[src/rtl/ts_ring_unit_packer_macros.svh]
// ----------------------------------------------------------------------------
// ts_ring_unit_packer_macros
// Assertion macros used by the ring unit packer datapath.
// ----------------------------------------------------------------------------
`ifndef TS_RING_UNIT_PACKER_MACROS_SVH
`define TS_RING_UNIT_PACKER_MACROS_SVH

`ifndef ASSERT_OFF
// checked only while reset is released
`define TRUP_ASSERT(lbl, clk, rst_n, prop, msg) \
	lbl: assert property (@(posedge clk) disable iff (!rst_n) prop) else $error(msg);
// checked also during reset
`define TRUP_ASSERT_ALWAYS(lbl, clk, prop, msg) \
	lbl: assert property (@(posedge clk) prop) else $error(msg);
`else
`define TRUP_ASSERT(lbl, clk, rst_n, prop, msg)
`define TRUP_ASSERT_ALWAYS(lbl, clk, prop, msg)
`endif

`endif

[src/rtl/trup_pkg.sv]
// ----------------------------------------------------------------------------
// trup_pkg
// Types and constants of the ring unit packer.
// ----------------------------------------------------------------------------
package trup_pkg;

	localparam int IDX_W  = 12;
	localparam int REQ_W  = 14;
	localparam int PAY_W  = 11;
	localparam int SIZE_W = 8;
	localparam int CFG_W  = 12;

	localparam logic [1:0] ST_FILLED = 2'd0;
	localparam logic [1:0] ST_NONE   = 2'd1;
	localparam logic [1:0] ST_SMALL  = 2'd2;
	localparam logic [1:0] ST_MODE   = 2'd3;

	localparam logic [1:0] CFG_BUF_MODE  = 2'd0;
	localparam logic [1:0] CFG_UNIT_CNT  = 2'd1;
	localparam logic [1:0] CFG_UNIT_SIZE = 2'd2;
	localparam logic [1:0] CFG_LOW_MARK  = 2'd3;

	localparam logic [1:0] BUF_MODE_DMA = 2'd3;

	localparam int HEADER_BYTES = 8;

	typedef struct packed {
		logic       load_req;
		logic       calc_free;
		logic       div_start;
		logic       div_sel_len;
		logic       take_per;
		logic       take_q;
		logic       take_n;
		logic       take_pay;
		logic       load_err;
		logic [1:0] err_status;
		logic       load_unit;
	} trup_cmd_t;

	typedef struct packed {
		logic mode_ok;
		logic nothing;
		logic too_small;
		logic div_done;
		logic load_ok;
		logic more;
	} trup_stat_t;

endpackage

[src/rtl/ts_ring_unit_packer.sv]
// ----------------------------------------------------------------------------
// ts_ring_unit_packer
// Producer side of a wrap-bit ring of fixed-size units.
// ----------------------------------------------------------------------------
// Each request word (consumer read pointer and byte length) yields one or
// more descriptor words, one per unit filled, or a single error word. A
// request is taken only when the sequencer is idle; the output register
// lets the next request enter while the last descriptor waits. A request
// that ends in an error leaves from the decide step. Otherwise the unit
// capacity and the packet count come one after the other from a shared
// reciprocal-multiply divider, and each descriptor then passes through
// the min, multiply and emit steps, plus any wait while the output side
// stalls.
module ts_ring_unit_packer #(
	parameter int unsigned PACKET_BYTES          = 188,
	parameter int unsigned MAX_UNITS_PER_REQUEST = 64
) (
	input  logic        clk,
	input  logic        arst_n,
	input  logic        cfg_valid,
	output logic        cfg_ready,
	input  logic [1:0]  cfg_index,
	input  logic [11:0] cfg_data,
	input  logic        s_axis_tvalid,
	output logic        s_axis_tready,
	// read_index[11:0], read_wrap[12], request_bytes[26:13], zero[31:27]
	input  logic [31:0] s_axis_tdata,
	output logic        m_axis_tvalid,
	input  logic        m_axis_tready,
	// status[1:0], unit_index[13:2], payload_bytes[24:14], accepted_bytes[38:25],
	// next_write_index[50:39], next_write_wrap[51], free_units[63:52],
	// space_ok[64], zero[71:65]
	output logic [71:0] m_axis_tdata,
	output logic        m_axis_tlast
);
	import trup_pkg::*;

	trup_cmd_t        cmd;
	trup_stat_t       stat;
	logic [1:0]       o_status;
	logic [IDX_W-1:0] o_unit_index;
	logic [PAY_W-1:0] o_payload;
	logic [REQ_W-1:0] o_accepted;
	logic [IDX_W-1:0] o_next_index;
	logic             o_next_wrap;
	logic [IDX_W-1:0] o_free;
	logic             o_space_ok;

	assign cfg_ready = 1'b1;

	trup_ctrl u_ctrl (
		.clk      (clk),
		.arst_n   (arst_n),
		.in_valid (s_axis_tvalid),
		.in_ready (s_axis_tready),
		.stat     (stat),
		.cmd      (cmd)
	);

	trup_dp #(
		.PACKET_BYTES          (PACKET_BYTES),
		.MAX_UNITS_PER_REQUEST (MAX_UNITS_PER_REQUEST)
	) u_dp (
		.clk          (clk),
		.arst_n       (arst_n),
		.cfg_we       (cfg_valid),
		.cfg_index    (cfg_index),
		.cfg_data     (cfg_data),
		.rd_index     (s_axis_tdata[11:0]),
		.rd_wrap      (s_axis_tdata[12]),
		.req_bytes    (s_axis_tdata[26:13]),
		.cmd          (cmd),
		.stat         (stat),
		.out_valid    (m_axis_tvalid),
		.out_ready    (m_axis_tready),
		.o_status     (o_status),
		.o_unit_index (o_unit_index),
		.o_payload    (o_payload),
		.o_accepted   (o_accepted),
		.o_next_index (o_next_index),
		.o_next_wrap  (o_next_wrap),
		.o_free       (o_free),
		.o_space_ok   (o_space_ok),
		.o_last       (m_axis_tlast)
	);

	assign m_axis_tdata = {7'b0000000, o_space_ok, o_free, o_next_wrap, o_next_index,
	                       o_accepted, o_payload, o_unit_index, o_status};

endmodule

[src/rtl/trup_div.sv]
// ----------------------------------------------------------------------------
// trup_div
// Division by a fixed divisor through reciprocal multiplication, result
// registered in the cycle after start.
// ----------------------------------------------------------------------------
module trup_div #(
	parameter int unsigned DIVISOR = 188
) (
	input  logic                      clk,
	input  logic                      arst_n,
	input  logic                      start,
	input  logic [trup_pkg::REQ_W-1:0] dividend,
	output logic                      done,
	output logic [trup_pkg::REQ_W-1:0] quotient
);
	import trup_pkg::*;

	// shift wide enough that the reciprocal error stays below one step
	// for every dividend of REQ_W bits
	localparam int SH = REQ_W + $clog2(DIVISOR);
	localparam int MW = REQ_W + 1;
	localparam int PW = REQ_W + MW;
	localparam logic [MW-1:0] RECIP = MW'((2**SH + DIVISOR - 1) / DIVISOR);

	logic [PW-1:0]    prod;
	logic [REQ_W-1:0] quo_q;
	logic             done_q;

	assign prod = PW'(dividend) * PW'(RECIP);

	always_ff @(posedge clk or negedge arst_n) begin
		if (!arst_n)
			done_q <= 1'b0;
		else
			done_q <= start;
	end

	always_ff @(posedge clk) begin
		if (start)
			quo_q <= REQ_W'(prod >> SH);
	end

	assign done     = done_q;
	assign quotient = quo_q;

endmodule

[src/rtl/trup_ctrl.sv]
// ----------------------------------------------------------------------------
// trup_ctrl
// Sequencer: free count, checks, two divisions, then one pass per unit.
// ----------------------------------------------------------------------------
module trup_ctrl (
	input  logic                   clk,
	input  logic                   arst_n,
	input  logic                   in_valid,
	output logic                   in_ready,
	input  trup_pkg::trup_stat_t   stat,
	output trup_pkg::trup_cmd_t    cmd
);
	import trup_pkg::*;

	localparam logic [2:0] S_IDLE   = 3'd0;
	localparam logic [2:0] S_FREE   = 3'd1;
	localparam logic [2:0] S_DECIDE = 3'd2;
	localparam logic [2:0] S_DIVP   = 3'd3;
	localparam logic [2:0] S_DIVL   = 3'd4;
	localparam logic [2:0] S_MIN    = 3'd5;
	localparam logic [2:0] S_MUL    = 3'd6;
	localparam logic [2:0] S_EMIT   = 3'd7;

	logic [2:0] state_q;
	logic [2:0] state_d;

	always_comb begin
		cmd     = '0;
		state_d = state_q;
		case (state_q)
			S_IDLE: begin
				if (in_valid) begin
					cmd.load_req = 1'b1;
					state_d      = S_FREE;
				end
			end
			S_FREE: begin
				cmd.calc_free = 1'b1;
				state_d       = S_DECIDE;
			end
			S_DECIDE: begin
				if (!stat.mode_ok || stat.nothing || stat.too_small) begin
					if (!stat.mode_ok)
						cmd.err_status = ST_MODE;
					else if (stat.nothing)
						cmd.err_status = ST_NONE;
					else
						cmd.err_status = ST_SMALL;
					if (stat.load_ok) begin
						cmd.load_err = 1'b1;
						state_d      = S_IDLE;
					end
				end else begin
					cmd.div_start = 1'b1;
					state_d       = S_DIVP;
				end
			end
			S_DIVP: begin
				if (stat.div_done) begin
					cmd.take_per    = 1'b1;
					cmd.div_start   = 1'b1;
					cmd.div_sel_len = 1'b1;
					state_d         = S_DIVL;
				end
			end
			S_DIVL: begin
				if (stat.div_done) begin
					cmd.take_q = 1'b1;
					state_d    = S_MIN;
				end
			end
			S_MIN: begin
				cmd.take_n = 1'b1;
				state_d    = S_MUL;
			end
			S_MUL: begin
				cmd.take_pay = 1'b1;
				state_d      = S_EMIT;
			end
			S_EMIT: begin
				if (stat.load_ok) begin
					cmd.load_unit = 1'b1;
					state_d       = stat.more ? S_MIN : S_IDLE;
				end
			end
			default: state_d = S_IDLE;
		endcase
	end

	always_ff @(posedge clk or negedge arst_n) begin
		if (!arst_n)
			state_q <= S_IDLE;
		else
			state_q <= state_d;
	end

	assign in_ready = (state_q == S_IDLE);

endmodule

[src/rtl/trup_dp.sv]
// ----------------------------------------------------------------------------
// trup_dp
// Datapath: registers, write pointer, free count, unit sizing, result word.
// ----------------------------------------------------------------------------
`include "ts_ring_unit_packer_macros.svh"

module trup_dp #(
	parameter int unsigned PACKET_BYTES          = 188,
	parameter int unsigned MAX_UNITS_PER_REQUEST = 64
) (
	input  logic                        clk,
	input  logic                        arst_n,
	input  logic                        cfg_we,
	input  logic [1:0]                  cfg_index,
	input  logic [trup_pkg::CFG_W-1:0]  cfg_data,
	input  logic [trup_pkg::IDX_W-1:0]  rd_index,
	input  logic                        rd_wrap,
	input  logic [trup_pkg::REQ_W-1:0]  req_bytes,
	input  trup_pkg::trup_cmd_t         cmd,
	output trup_pkg::trup_stat_t        stat,
	output logic                        out_valid,
	input  logic                        out_ready,
	output logic [1:0]                  o_status,
	output logic [trup_pkg::IDX_W-1:0]  o_unit_index,
	output logic [trup_pkg::PAY_W-1:0]  o_payload,
	output logic [trup_pkg::REQ_W-1:0]  o_accepted,
	output logic [trup_pkg::IDX_W-1:0]  o_next_index,
	output logic                        o_next_wrap,
	output logic [trup_pkg::IDX_W-1:0]  o_free,
	output logic                        o_space_ok,
	output logic                        o_last
);
	import trup_pkg::*;

	localparam int PK_W = 12;
	localparam int KW   = $clog2(MAX_UNITS_PER_REQUEST + 1);
	localparam logic [PK_W-1:0] PK     = PK_W'(PACKET_BYTES);
	localparam logic [PK_W:0]   PK_HDR = (PK_W+1)'(PACKET_BYTES + HEADER_BYTES);

	// configuration
	logic [1:0]        mode_q;
	logic [IDX_W-1:0]  ucnt_q;
	logic [SIZE_W-1:0] usize_code_q;
	logic [IDX_W-1:0]  mark_q;

	// pointer state
	logic [IDX_W-1:0] wi_q;
	logic             ww_q;

	// request working set
	logic [IDX_W-1:0] rd_idx_q;
	logic             rd_wrap_q;
	logic [REQ_W-1:0] len_q;
	logic [IDX_W-1:0] free_q;
	logic [PAY_W-1:0] per_q;
	logic [REQ_W-1:0] q_q;
	logic [PAY_W-1:0] n_q;
	logic [PAY_W-1:0] pay_q;
	logic [REQ_W-1:0] acc_q;
	logic [KW-1:0]    k_q;

	// result word
	logic             ov_q;
	logic [1:0]       st_q;
	logic [IDX_W-1:0] ui_q;
	logic [PAY_W-1:0] po_q;
	logic [REQ_W-1:0] ao_q;
	logic [IDX_W-1:0] ni_q;
	logic             nw_q;
	logic [IDX_W-1:0] fo_q;
	logic             sp_q;
	logic             last_q;

	logic [PAY_W-1:0]       usize;
	logic signed [REQ_W-1:0] d_wr;
	logic signed [REQ_W-1:0] f;
	logic                   f_ok;
	logic [REQ_W-1:0]       div_dividend;
	logic                   div_done;
	logic [REQ_W-1:0]       div_quo;
	logic [PAY_W+PK_W-1:0]  prod;
	logic [IDX_W:0]         wi_inc;
	logic                   wrap_hit;
	logic [IDX_W-1:0]       wi_nxt;
	logic                   ww_nxt;
	logic [REQ_W-1:0]       q_nxt;
	logic [IDX_W-1:0]       free_nxt;
	logic [KW-1:0]          k_nxt;
	logic [REQ_W-1:0]       acc_nxt;
	logic [IDX_W-1:0]       err_free;
	logic                   load_ok;

	assign usize = {usize_code_q, 3'b000};

	// free units: signed pointer distance, valid only within 1..unit_count
	assign d_wr = $signed({2'b00, rd_idx_q}) - $signed({2'b00, wi_q});
	assign f    = (rd_wrap_q != ww_q) ? d_wr : d_wr + $signed({2'b00, ucnt_q});
	assign f_ok = (f >= $signed(REQ_W'(1))) && (f <= $signed({2'b00, ucnt_q}));

	assign div_dividend = cmd.div_sel_len ? len_q
	                                      : {3'b000, usize - PAY_W'(HEADER_BYTES)};

	trup_div #(
		.DIVISOR (PACKET_BYTES)
	) u_div (
		.clk      (clk),
		.arst_n   (arst_n),
		.start    (cmd.div_start),
		.dividend (div_dividend),
		.done     (div_done),
		.quotient (div_quo)
	);

	assign prod = (PAY_W+PK_W)'(n_q) * (PAY_W+PK_W)'(PK);

	assign wi_inc   = {1'b0, wi_q} + (IDX_W+1)'(1);
	assign wrap_hit = wi_inc >= {1'b0, ucnt_q};
	assign wi_nxt   = wrap_hit ? '0 : wi_inc[IDX_W-1:0];
	assign ww_nxt   = ww_q ^ wrap_hit;

	assign q_nxt    = q_q - {3'b000, n_q};
	assign free_nxt = free_q - IDX_W'(1);
	assign k_nxt    = k_q + KW'(1);
	assign acc_nxt  = acc_q + {3'b000, pay_q};
	assign err_free = (cmd.err_status == ST_MODE) ? '0 : free_q;

	assign load_ok = !ov_q || out_ready;

	assign stat.mode_ok   = (mode_q == BUF_MODE_DMA);
	assign stat.nothing   = (len_q < {2'b00, PK}) || (free_q == '0);
	assign stat.too_small = ({2'b00, usize} < PK_HDR);
	assign stat.div_done  = div_done;
	assign stat.load_ok   = load_ok;
	assign stat.more      = (q_nxt != '0) && (free_nxt != '0)
	                        && (k_nxt < KW'(MAX_UNITS_PER_REQUEST));

	always_ff @(posedge clk or negedge arst_n) begin
		if (!arst_n) begin
			mode_q       <= '0;
			ucnt_q       <= '0;
			usize_code_q <= '0;
			mark_q       <= '0;
		end else if (cfg_we) begin
			case (cfg_index)
				CFG_BUF_MODE:  mode_q       <= cfg_data[1:0];
				CFG_UNIT_CNT:  ucnt_q       <= cfg_data;
				CFG_UNIT_SIZE: usize_code_q <= cfg_data[SIZE_W-1:0];
				CFG_LOW_MARK:  mark_q       <= cfg_data;
				default: ;
			endcase
		end
	end

	always_ff @(posedge clk or negedge arst_n) begin
		if (!arst_n) begin
			wi_q <= '0;
			ww_q <= 1'b0;
			ov_q <= 1'b0;
		end else begin
			if (cmd.load_unit) begin
				wi_q <= wi_nxt;
				ww_q <= ww_nxt;
			end
			if (cmd.load_err || cmd.load_unit)
				ov_q <= 1'b1;
			else if (out_ready)
				ov_q <= 1'b0;
		end
	end

	always_ff @(posedge clk) begin
		if (cmd.load_req) begin
			rd_idx_q  <= rd_index;
			rd_wrap_q <= rd_wrap;
			len_q     <= req_bytes;
			acc_q     <= '0;
			k_q       <= '0;
		end
		if (cmd.calc_free)
			free_q <= f_ok ? f[IDX_W-1:0] : '0;
		if (cmd.take_per)
			per_q <= div_quo[PAY_W-1:0];
		if (cmd.take_q)
			q_q <= div_quo;
		if (cmd.take_n)
			n_q <= (q_q < {3'b000, per_q}) ? q_q[PAY_W-1:0] : per_q;
		if (cmd.take_pay)
			pay_q <= prod[PAY_W-1:0];
		if (cmd.load_unit) begin
			q_q    <= q_nxt;
			free_q <= free_nxt;
			k_q    <= k_nxt;
			acc_q  <= acc_nxt;
			st_q   <= ST_FILLED;
			ui_q   <= wi_q;
			po_q   <= pay_q;
			ao_q   <= acc_nxt;
			ni_q   <= wi_nxt;
			nw_q   <= ww_nxt;
			fo_q   <= free_nxt;
			sp_q   <= free_nxt > mark_q;
			last_q <= !stat.more;
		end else if (cmd.load_err) begin
			st_q   <= cmd.err_status;
			ui_q   <= wi_q;
			po_q   <= '0;
			ao_q   <= '0;
			ni_q   <= wi_q;
			nw_q   <= ww_q;
			fo_q   <= err_free;
			sp_q   <= err_free > mark_q;
			last_q <= 1'b1;
		end
	end

	assign out_valid    = ov_q;
	assign o_status     = st_q;
	assign o_unit_index = ui_q;
	assign o_payload    = po_q;
	assign o_accepted   = ao_q;
	assign o_next_index = ni_q;
	assign o_next_wrap  = nw_q;
	assign o_free       = fo_q;
	assign o_space_ok   = sp_q;
	assign o_last       = last_q;

	// a filled unit always carries packets and the running total covers them
	`TRUP_ASSERT(a_fill_pay, clk, arst_n, (ov_q && st_q == ST_FILLED) |-> (po_q != '0 && ao_q >= {3'b000, po_q}), "filled unit without payload")
	// error results stand alone
	`TRUP_ASSERT(a_err_last, clk, arst_n, (ov_q && st_q != ST_FILLED) |-> last_q, "error result not marked last")
	// error results leave the write pointer alone
	`TRUP_ASSERT(a_err_ptr, clk, arst_n, cmd.load_err |=> ($stable(wi_q) && $stable(ww_q)), "write pointer moved on error")

endmodule
[config.mk]
export PLATFORM = sky130hd
export DESIGN_NAME = ts_ring_unit_packer
export DESIGN_NICKNAME = d
export VERILOG_FILES = /design/src/rtl/trup_pkg.sv /design/src/rtl/ts_ring_unit_packer.sv /design/src/rtl/trup_div.sv /design/src/rtl/trup_ctrl.sv /design/src/rtl/trup_dp.sv
export VERILOG_INCLUDE_DIRS = /design/src /design/src/rtl
export SDC_FILE = /design/constraint.sdc
export NUM_CORES = 1
export LEC_CHECK = 0
export ABC_AREA = 1
export BUFFER_PORTS_ARGS = -buffer_cell sky130_fd_sc_hd__buf_2
export CAP_MARGIN = 20
export CORE_ASPECT_RATIO = 1.75
export CORE_UTILIZATION = 57
export DETAILED_ROUTE_END_ITERATION = 10
export GPL_ROUTABILITY_DRIVEN = 0
export PLACE_DENSITY = 0.85
export SYNTH_ARGS = -nofsm -noshare
export SYNTH_HDL_FRONTEND = slang
export SYNTH_SLANG_ARGS = --single-unit
[constraint.sdc]
create_clock -name clk -period 7.7 [get_ports clk]
set_clock_uncertainty 0.15 [all_clocks]
set_input_delay 1.54 -clock clk [delete_from_list [all_inputs] [get_ports clk]]
set_output_delay 1.54 -clock clk [all_outputs]
set_load 0.01 [all_outputs]
[Yosys cells after proc, flatten, opt, wreduce, memory -nomap -nowiden]
Cells that the tools add are included.
Storage, ports and cells
  bits in registers: 224
  input bits: 51
  output and inout bits: 76
  logic and storage cells: 150
Operators by class
  add/subtract/negate cells: 8
  $mul: 2
  $lt $le $gt $ge: 9
  eq/ne operators: 18
  multiplexer cells: 56
  bitwise operators: 1
  reductions and logical operators: 26
Operators by type and width (number)
  12-bit two-way mux: 10
  14-bit two-way mux: 8
  3-bit two-way mux: 10
  14-bit by 15-bit multiplier with 29-bit output, second input constant: 1
  12-bit greater-than comparator: 2
  3-bit one-hot mux with 8 select lines: 1
  11-bit two-way mux: 2
  7-bit two-way mux: 3
  1-bit two-way mux: 18
  14-bit by 11-bit adder with 14-bit output: 1
  14-bit by 13-bit adder with 14-bit output: 1
  14-bit by 2-bit >= comparator with 1-bit output, second input constant: 1
  14-bit by 13-bit less-or-equal comparator with 1-bit output: 1
  14-bit by 7-bit < comparator with 1-bit output: 1
  14-bit by 8-bit < comparator with 1-bit output, second input constant: 1
  14-bit nonzero test: 1
  14-bit by 11-bit subtractor with 14-bit output: 1
  12-bit by 1-bit adder with 13-bit output, second input constant: 1
  13-bit by 12-bit >= comparator with 1-bit output: 1
  12-bit by 12-bit subtractor with 13-bit output: 1
  3-bit equality test, second input constant: 4
  12-bit zero test: 1
  12-bit nonzero test: 1
  12-bit by 1-bit subtractor with 12-bit output, second input constant: 1
  other kinds (24): 47

[Longest topological paths before layout]
  depth after elaboration: 11
  depth in mapped cells: 32
  depth with buffers taken out: 32

[Modules after synthesis]
Synthesis repeated with hierarchy kept, for this count alone.
Second synthesis, totals
  cell total of the unflattened synthesis: 2211
  area, all modules: 18748.0 um2
Modules (own cells, without submodules)
  trup_dp: instances 1, cells each 1545, area each 13644.3 um2
  trup_div: instances 1, cells each 593, area each 4679.5 um2
  trup_ctrl: instances 1, cells each 61, area each 341.6 um2
  ts_ring_unit_packer: instances 1, cells each 12, area each 82.6 um2

[Least setup slack after synthesis]
Ideal clock, no wire load.
  kind: flip-flop to flip-flop
  start point: reg u_ctrl.state_q[2]
  end point: reg u_dp.u_div.quo_q[6], in the netlist u_dp.u_div.quotient[6], data pin
  setup time: 0.252 ns
  arrival time: 5.767 ns
  setup slack: 1.531 ns
  stages on the path, launching flop included: 23
  period minus slack after synthesis: 6.169 ns
  path through: dfrtp_1 inv_2 nand3_2 nor2_4 inv_1 o21ai_0 fa_1 ha_1 fa_1 fa_1 inv_1 fa_1 inv_1 fa_1 ha_1 a21oi_1 nor2_1 o21ai_0 a21oi_1 a2111oi_0 nand2_1 nand2_1 nand2_1
Between the ends
  cells in the longest elaborated chain, start to end: 4
Ends and longest elaborated chain
  from (decl): RTL line trup_ctrl.sv:24  | logic [2:0] state_q;
  from (signal assigned): RTL line trup_ctrl.sv:94  | state_q <= state_d;
  3-bit by 2-bit equality test with 1-bit output: RTL line trup_ctrl.sv:30  | case (state_q)
  2-bit two-way mux: RTL line trup_ctrl.sv:30
  14-bit two-way mux: RTL line trup_dp.sv:100  | assign div_dividend = cmd.div_sel_len ? len_q
  14-bit by 15-bit multiplier with 29-bit output: RTL line trup_div.sv:29  | assign prod = PW'(dividend) * PW'(RECIP);
  via u_dp.u_div.prod[28]: RTL line trup_div.sv:25  | logic [PW-1:0] prod;
  to (signal assigned): RTL line trup_div.sv:40  | quo_q <= REQ_W'(prod >> SH);
  to (decl): RTL line trup_div.sv:26  | logic [REQ_W-1:0] quo_q;
The timed path passes the listed nets, and every way through them passes these cells.
A chain may end at the register's enable or synchronous reset.

[Final worst setup path]
  start point: reg u_dp.usize_code_q[1]
  end point: reg u_dp.u_div.quo_q[6], in the netlist u_dp.u_div.quotient[6], data pin
Between the ends
  cells in the longest elaborated chain, start to end: 3
Ends and longest elaborated chain
  from (decl): RTL line trup_dp.sv:43  | logic [SIZE_W-1:0] usize_code_q;
  from (signal assigned): RTL line trup_dp.sv:147  | CFG_UNIT_SIZE: usize_code_q <= cfg_data[SIZE_W-1:0];
  11-bit by 4-bit subtractor with 11-bit output: RTL line trup_dp.sv:101  | : {3'b000, usize - PAY_W'(HEADER_BYTES)};
  14-bit two-way mux: RTL line trup_dp.sv:100
  14-bit by 15-bit multiplier with 29-bit output: RTL line trup_div.sv:29
  via u_dp.u_div.prod[28]: RTL line trup_div.sv:25
The timed path passes the listed nets, and every way through them passes these cells.

==> results by group <==
Run status
  • Status: finished, final reports clean

STA
  • Max Freq: roughly 140 MHz
  • Least-Margin Pin Slew: a little over 0.9 ns
  • Pins Over Slew Limit: 0
  • Final setup fails: 0
  • Final period util: 91.15%
  • Fin crit period: between 7 and 8 ns
  • Hold Slack: between 0.3 and 0.4 ns
  • RSZ-0062 raised after global routing: no
  • Final critical-path setup slack: between 0.6 and 0.7 ns
  • Relative slew slack: 38.58%
  • Final setup TNS: 0 ns
  • Final Hold Fails: 0

Synthesis
  • Asr flop ratio synth: roughly 23%
  • Cell variety after synth: 52
  • Synth cell count leaders: inv_1, nand2_1, ha_1
  • Post-synthesis mux area share: 0%
  • XOR/XNOR share of the synthesized area: 2.250%
  • Largest family of logic cells by synthesized area: adder cells
  • Synthesized flop and latch total: 224
  • Synth Area per Inst: approximately 8.7 sq um
  • Mapped Cells: approximately 2100
  • Top_reg_cell synth: edfxtp_1
  • Synth top area cells: edfxtp_1, ha_1, fa_1
  • Synthesized area: 17910 sq um
  • Post-Synth Adder-Cell Area: approximately 25%
  • Count leader, synth: inv_1
  • Post-synthesis compound-gate area fraction: under 10%
  • Synth top area share: ~29%
  • Register area share after synthesis: 36.00%
  • Synth warnings: 0
  • Largest area contributor in the netlist: edfxtp_1
  • Simple-gate portion of the synthesized area: 18.15%
  • Post-synth EDFFs: 170

Placement
  • Placed cells: roughly 2600
  • Placed Area: around 19000 sq um
  • Port bufs: around 110
  • Post-DP HPWL: between 30 and 40 mm
  • Pre-CTS WS: about 0.75 ns

Cells and area
  • Final instance area: approximately 20000 sq um
  • Register Area: ~6400 sq um
  • Fillers: 2450
  • P&R area growth vs syn: 9.678%
  • Final core occ: between 60% and 70%
  • Non-filler cells, final: roughly 2600
  • Nets: 2552
  • Multi-input gate area: between 9000 and 10000 sq um
  • Layout cells sized above 1: under 10%

Route
  • Vias: about 15000
  • Antenna-violating nets left: 0
  • Vias per cell: between 5 and 6
  • Final WL: 42.86 mm
  • Routed wl met3: 2.609 mm
  • First DRT Iteration DRCs: 881
  • Post-Route M1 WL: about 15 mm
  • Met2 WL: ~23 mm
  • Post-DR wirelength/cell: around 17 microns
  • Drt first pass iters: 6
  • DRC: 0
  • Top layer in use: met4

Critical path
  • RR Endpoint: u_dp.u_div.quotient[6]
  • CP required: 7.85 ns
  • Crit. path cell count: 31
  • Cell family with most CP delay: adder cells
  • CP max FO: 5
  • Arrival @ worst endpoint: between 7 and 8 ns
  • Crit Path Category: reg2reg
  • Critical Path Max Stage Delay: around 0.53 ns
  • CP max stage cell: fa_1
  • Worst Reg-to-Reg Cells: 31
  • Worst Path Buf+Inv: 6
  • Worst setup path endpoint: u_dp.u_div.quotient[6]
  • Worst r2r src: u_dp.usize_code_q[1]
  • CP endpoint kind: register
  • CP startpoint: u_dp.usize_code_q[1]
  • FF-to-FF setup slack: approximately 0.68 ns
  • Type of origin of the critical path: register

Power and ir drop
  • Logic pwr share: 67.1%
  • Static Leakage: 10.05 nW
  • Int Pwr: between 4 and 5 mW
  • Sequential power share: between 20% and 30%
  • Switching share of power: just over 50%
  • Clk pwr share: 12.0%
  • Power density cells: roughly 480 nW/um^2
  • Total power: ~9.5 mW
  • VDD IR max: 0.0003729 V
  • P_sw: between 4 and 5 mW

Clock network
  • CTS clk-pin slew, worst paths: 0.06 ns
  • Root Buffer: clkbuf_16
  • CTS Sinks: ~220
  • Post-CTS Resized: 0
  • Post-CTS Setup Bufs: 0
  • Num CTS Buffers: 23
  • CTS H-Tree Depth: 1
  • Clk_lat worst skew: ~0.55 ns
  • Clock tree buffer depth: 3
  • CTS Hold Bufs: 0
  • CTS tree: yes

Hold path
  • Hold Crit Start: u_dp.u_div.quotient[0]
  • WHS Path Cells: 0
  • Hold Crit Class: reg2reg

Die
  • Initial Utilization: roughly three fifths
  • DIE AREA: ~32000 sq um
  • Total core area: 30840 sq um
  • # rows: 85
  • Die X: 136.0 microns
  • Die Ht: ~240 microns
  • # IOs: 127

Global routing
  • First-pass GRT wire length: about 70 mm
  • Largest net degree at the start of global routing: 80
  • Gr usage total: approximately 28%
  • Total grt overflow: 0
  • Vias in the first global route: approximately 15000
  • Initial antenna violation count: 0

Run
  • MaxCap Viol Count: 0
[final cells by class]
class,count,share of cell area [%]
Sequential cell,224,32.82
Tap cell,391,2.491
Multi-Input combinational cell,1394,49.43
Clock inverter,14,0.8282
Inverter,422,8.066
Timing Repair Buffer,123,3.326
Clock buffer,28,3.026
Antenna cell,1,0.01274
[cells by family after synthesis]
group / after synthesis
AOI/OAI and AO/OA: 263
xor gates and xnor gates: 46
adders and majority gates: 313
buffers and inverters: 459
DFF: 224
other: 2
and+or+nand+nor: 758
[sequential cells by signal, summed over array words and instances, names as in the netlist, 11 cells and up]
signal and cells:
u_dp.acc_q 14, u_dp.len_q 14, u_dp.o_accepted 14, u_dp.q_q 14
u_dp.free_q 12, u_dp.mark_q 12, u_dp.o_free 12, u_dp.o_next_index 12
u_dp.o_unit_index 12, u_dp.rd_idx_q 12, u_dp.ucnt_q 12, u_dp.wi_q 12
u_dp.n_q 11
[layout by cell type, fill, tap and decap left out, drive strengths merged, types with 2 or more instances in the layout]
cell      netlist  routed
nand2         417     417
o221ai          3       3
dfxtp           2       2
nand3         105     105
a21o            3       3
xnor2          11      11
fa             83      83
nor2          156     156
or2             6       6
o21bai          7       7
xor2           35      35
conb            2      14
dfrtp          52      52
ha            230     230
o21ai         119     119
inv           422     428
nor3           15      15
o22ai          12      12
nor4            6       6
a31oi           3       3
a211oi          2       2
buf            25     123
nand3b          6       6
bufinv          0       2
a21oi          99      99
o2111ai         4       4
edfxtp        170     170
o211ai          3       3
clkbuf         12      28
clkinvlp        0       2
clkinv          0       4
a221oi          2       2
nand4          45      45
[worst min path at each step]
stage                          endpoint  slack [ns]
final                     u_dp.per_q[0]        0.30
after global routing      u_dp.per_q[0]        0.31
after CTS                 u_dp.per_q[1]        0.31
after detailed placement  u_dp.per_q[3]        0.28
after global placement    u_dp.per_q[6]        0.28
after floorplan           u_dp.per_q[0]        0.28
[power by group through the flow]
| stage | logic (mW) | registers (mW) | clock network [mW] |
|---|---|---|---|
| floorplan | 4.69 | 2.01 | 0 |
| global placement | 5.93 | 1.99 | 0 |
| detailed placement | 6.22 | 2.00 | 0 |
| CTS | 6.30 | 1.98 | 1.15 |
| global route | 7.28 | 2.01 | 1.19 |
| finish | 6.36 | 1.98 | 1.14 |
[metal layers]
metal | track usage (%) | up-vias
met1 | 28.02 | 6896
met5 | 0 | -
met4 | 18.38 | 0
li1 | - | 6975
met3 | 3.276 | 205
met2 | 51.56 | 596
(Power assumes the default switching activity.)
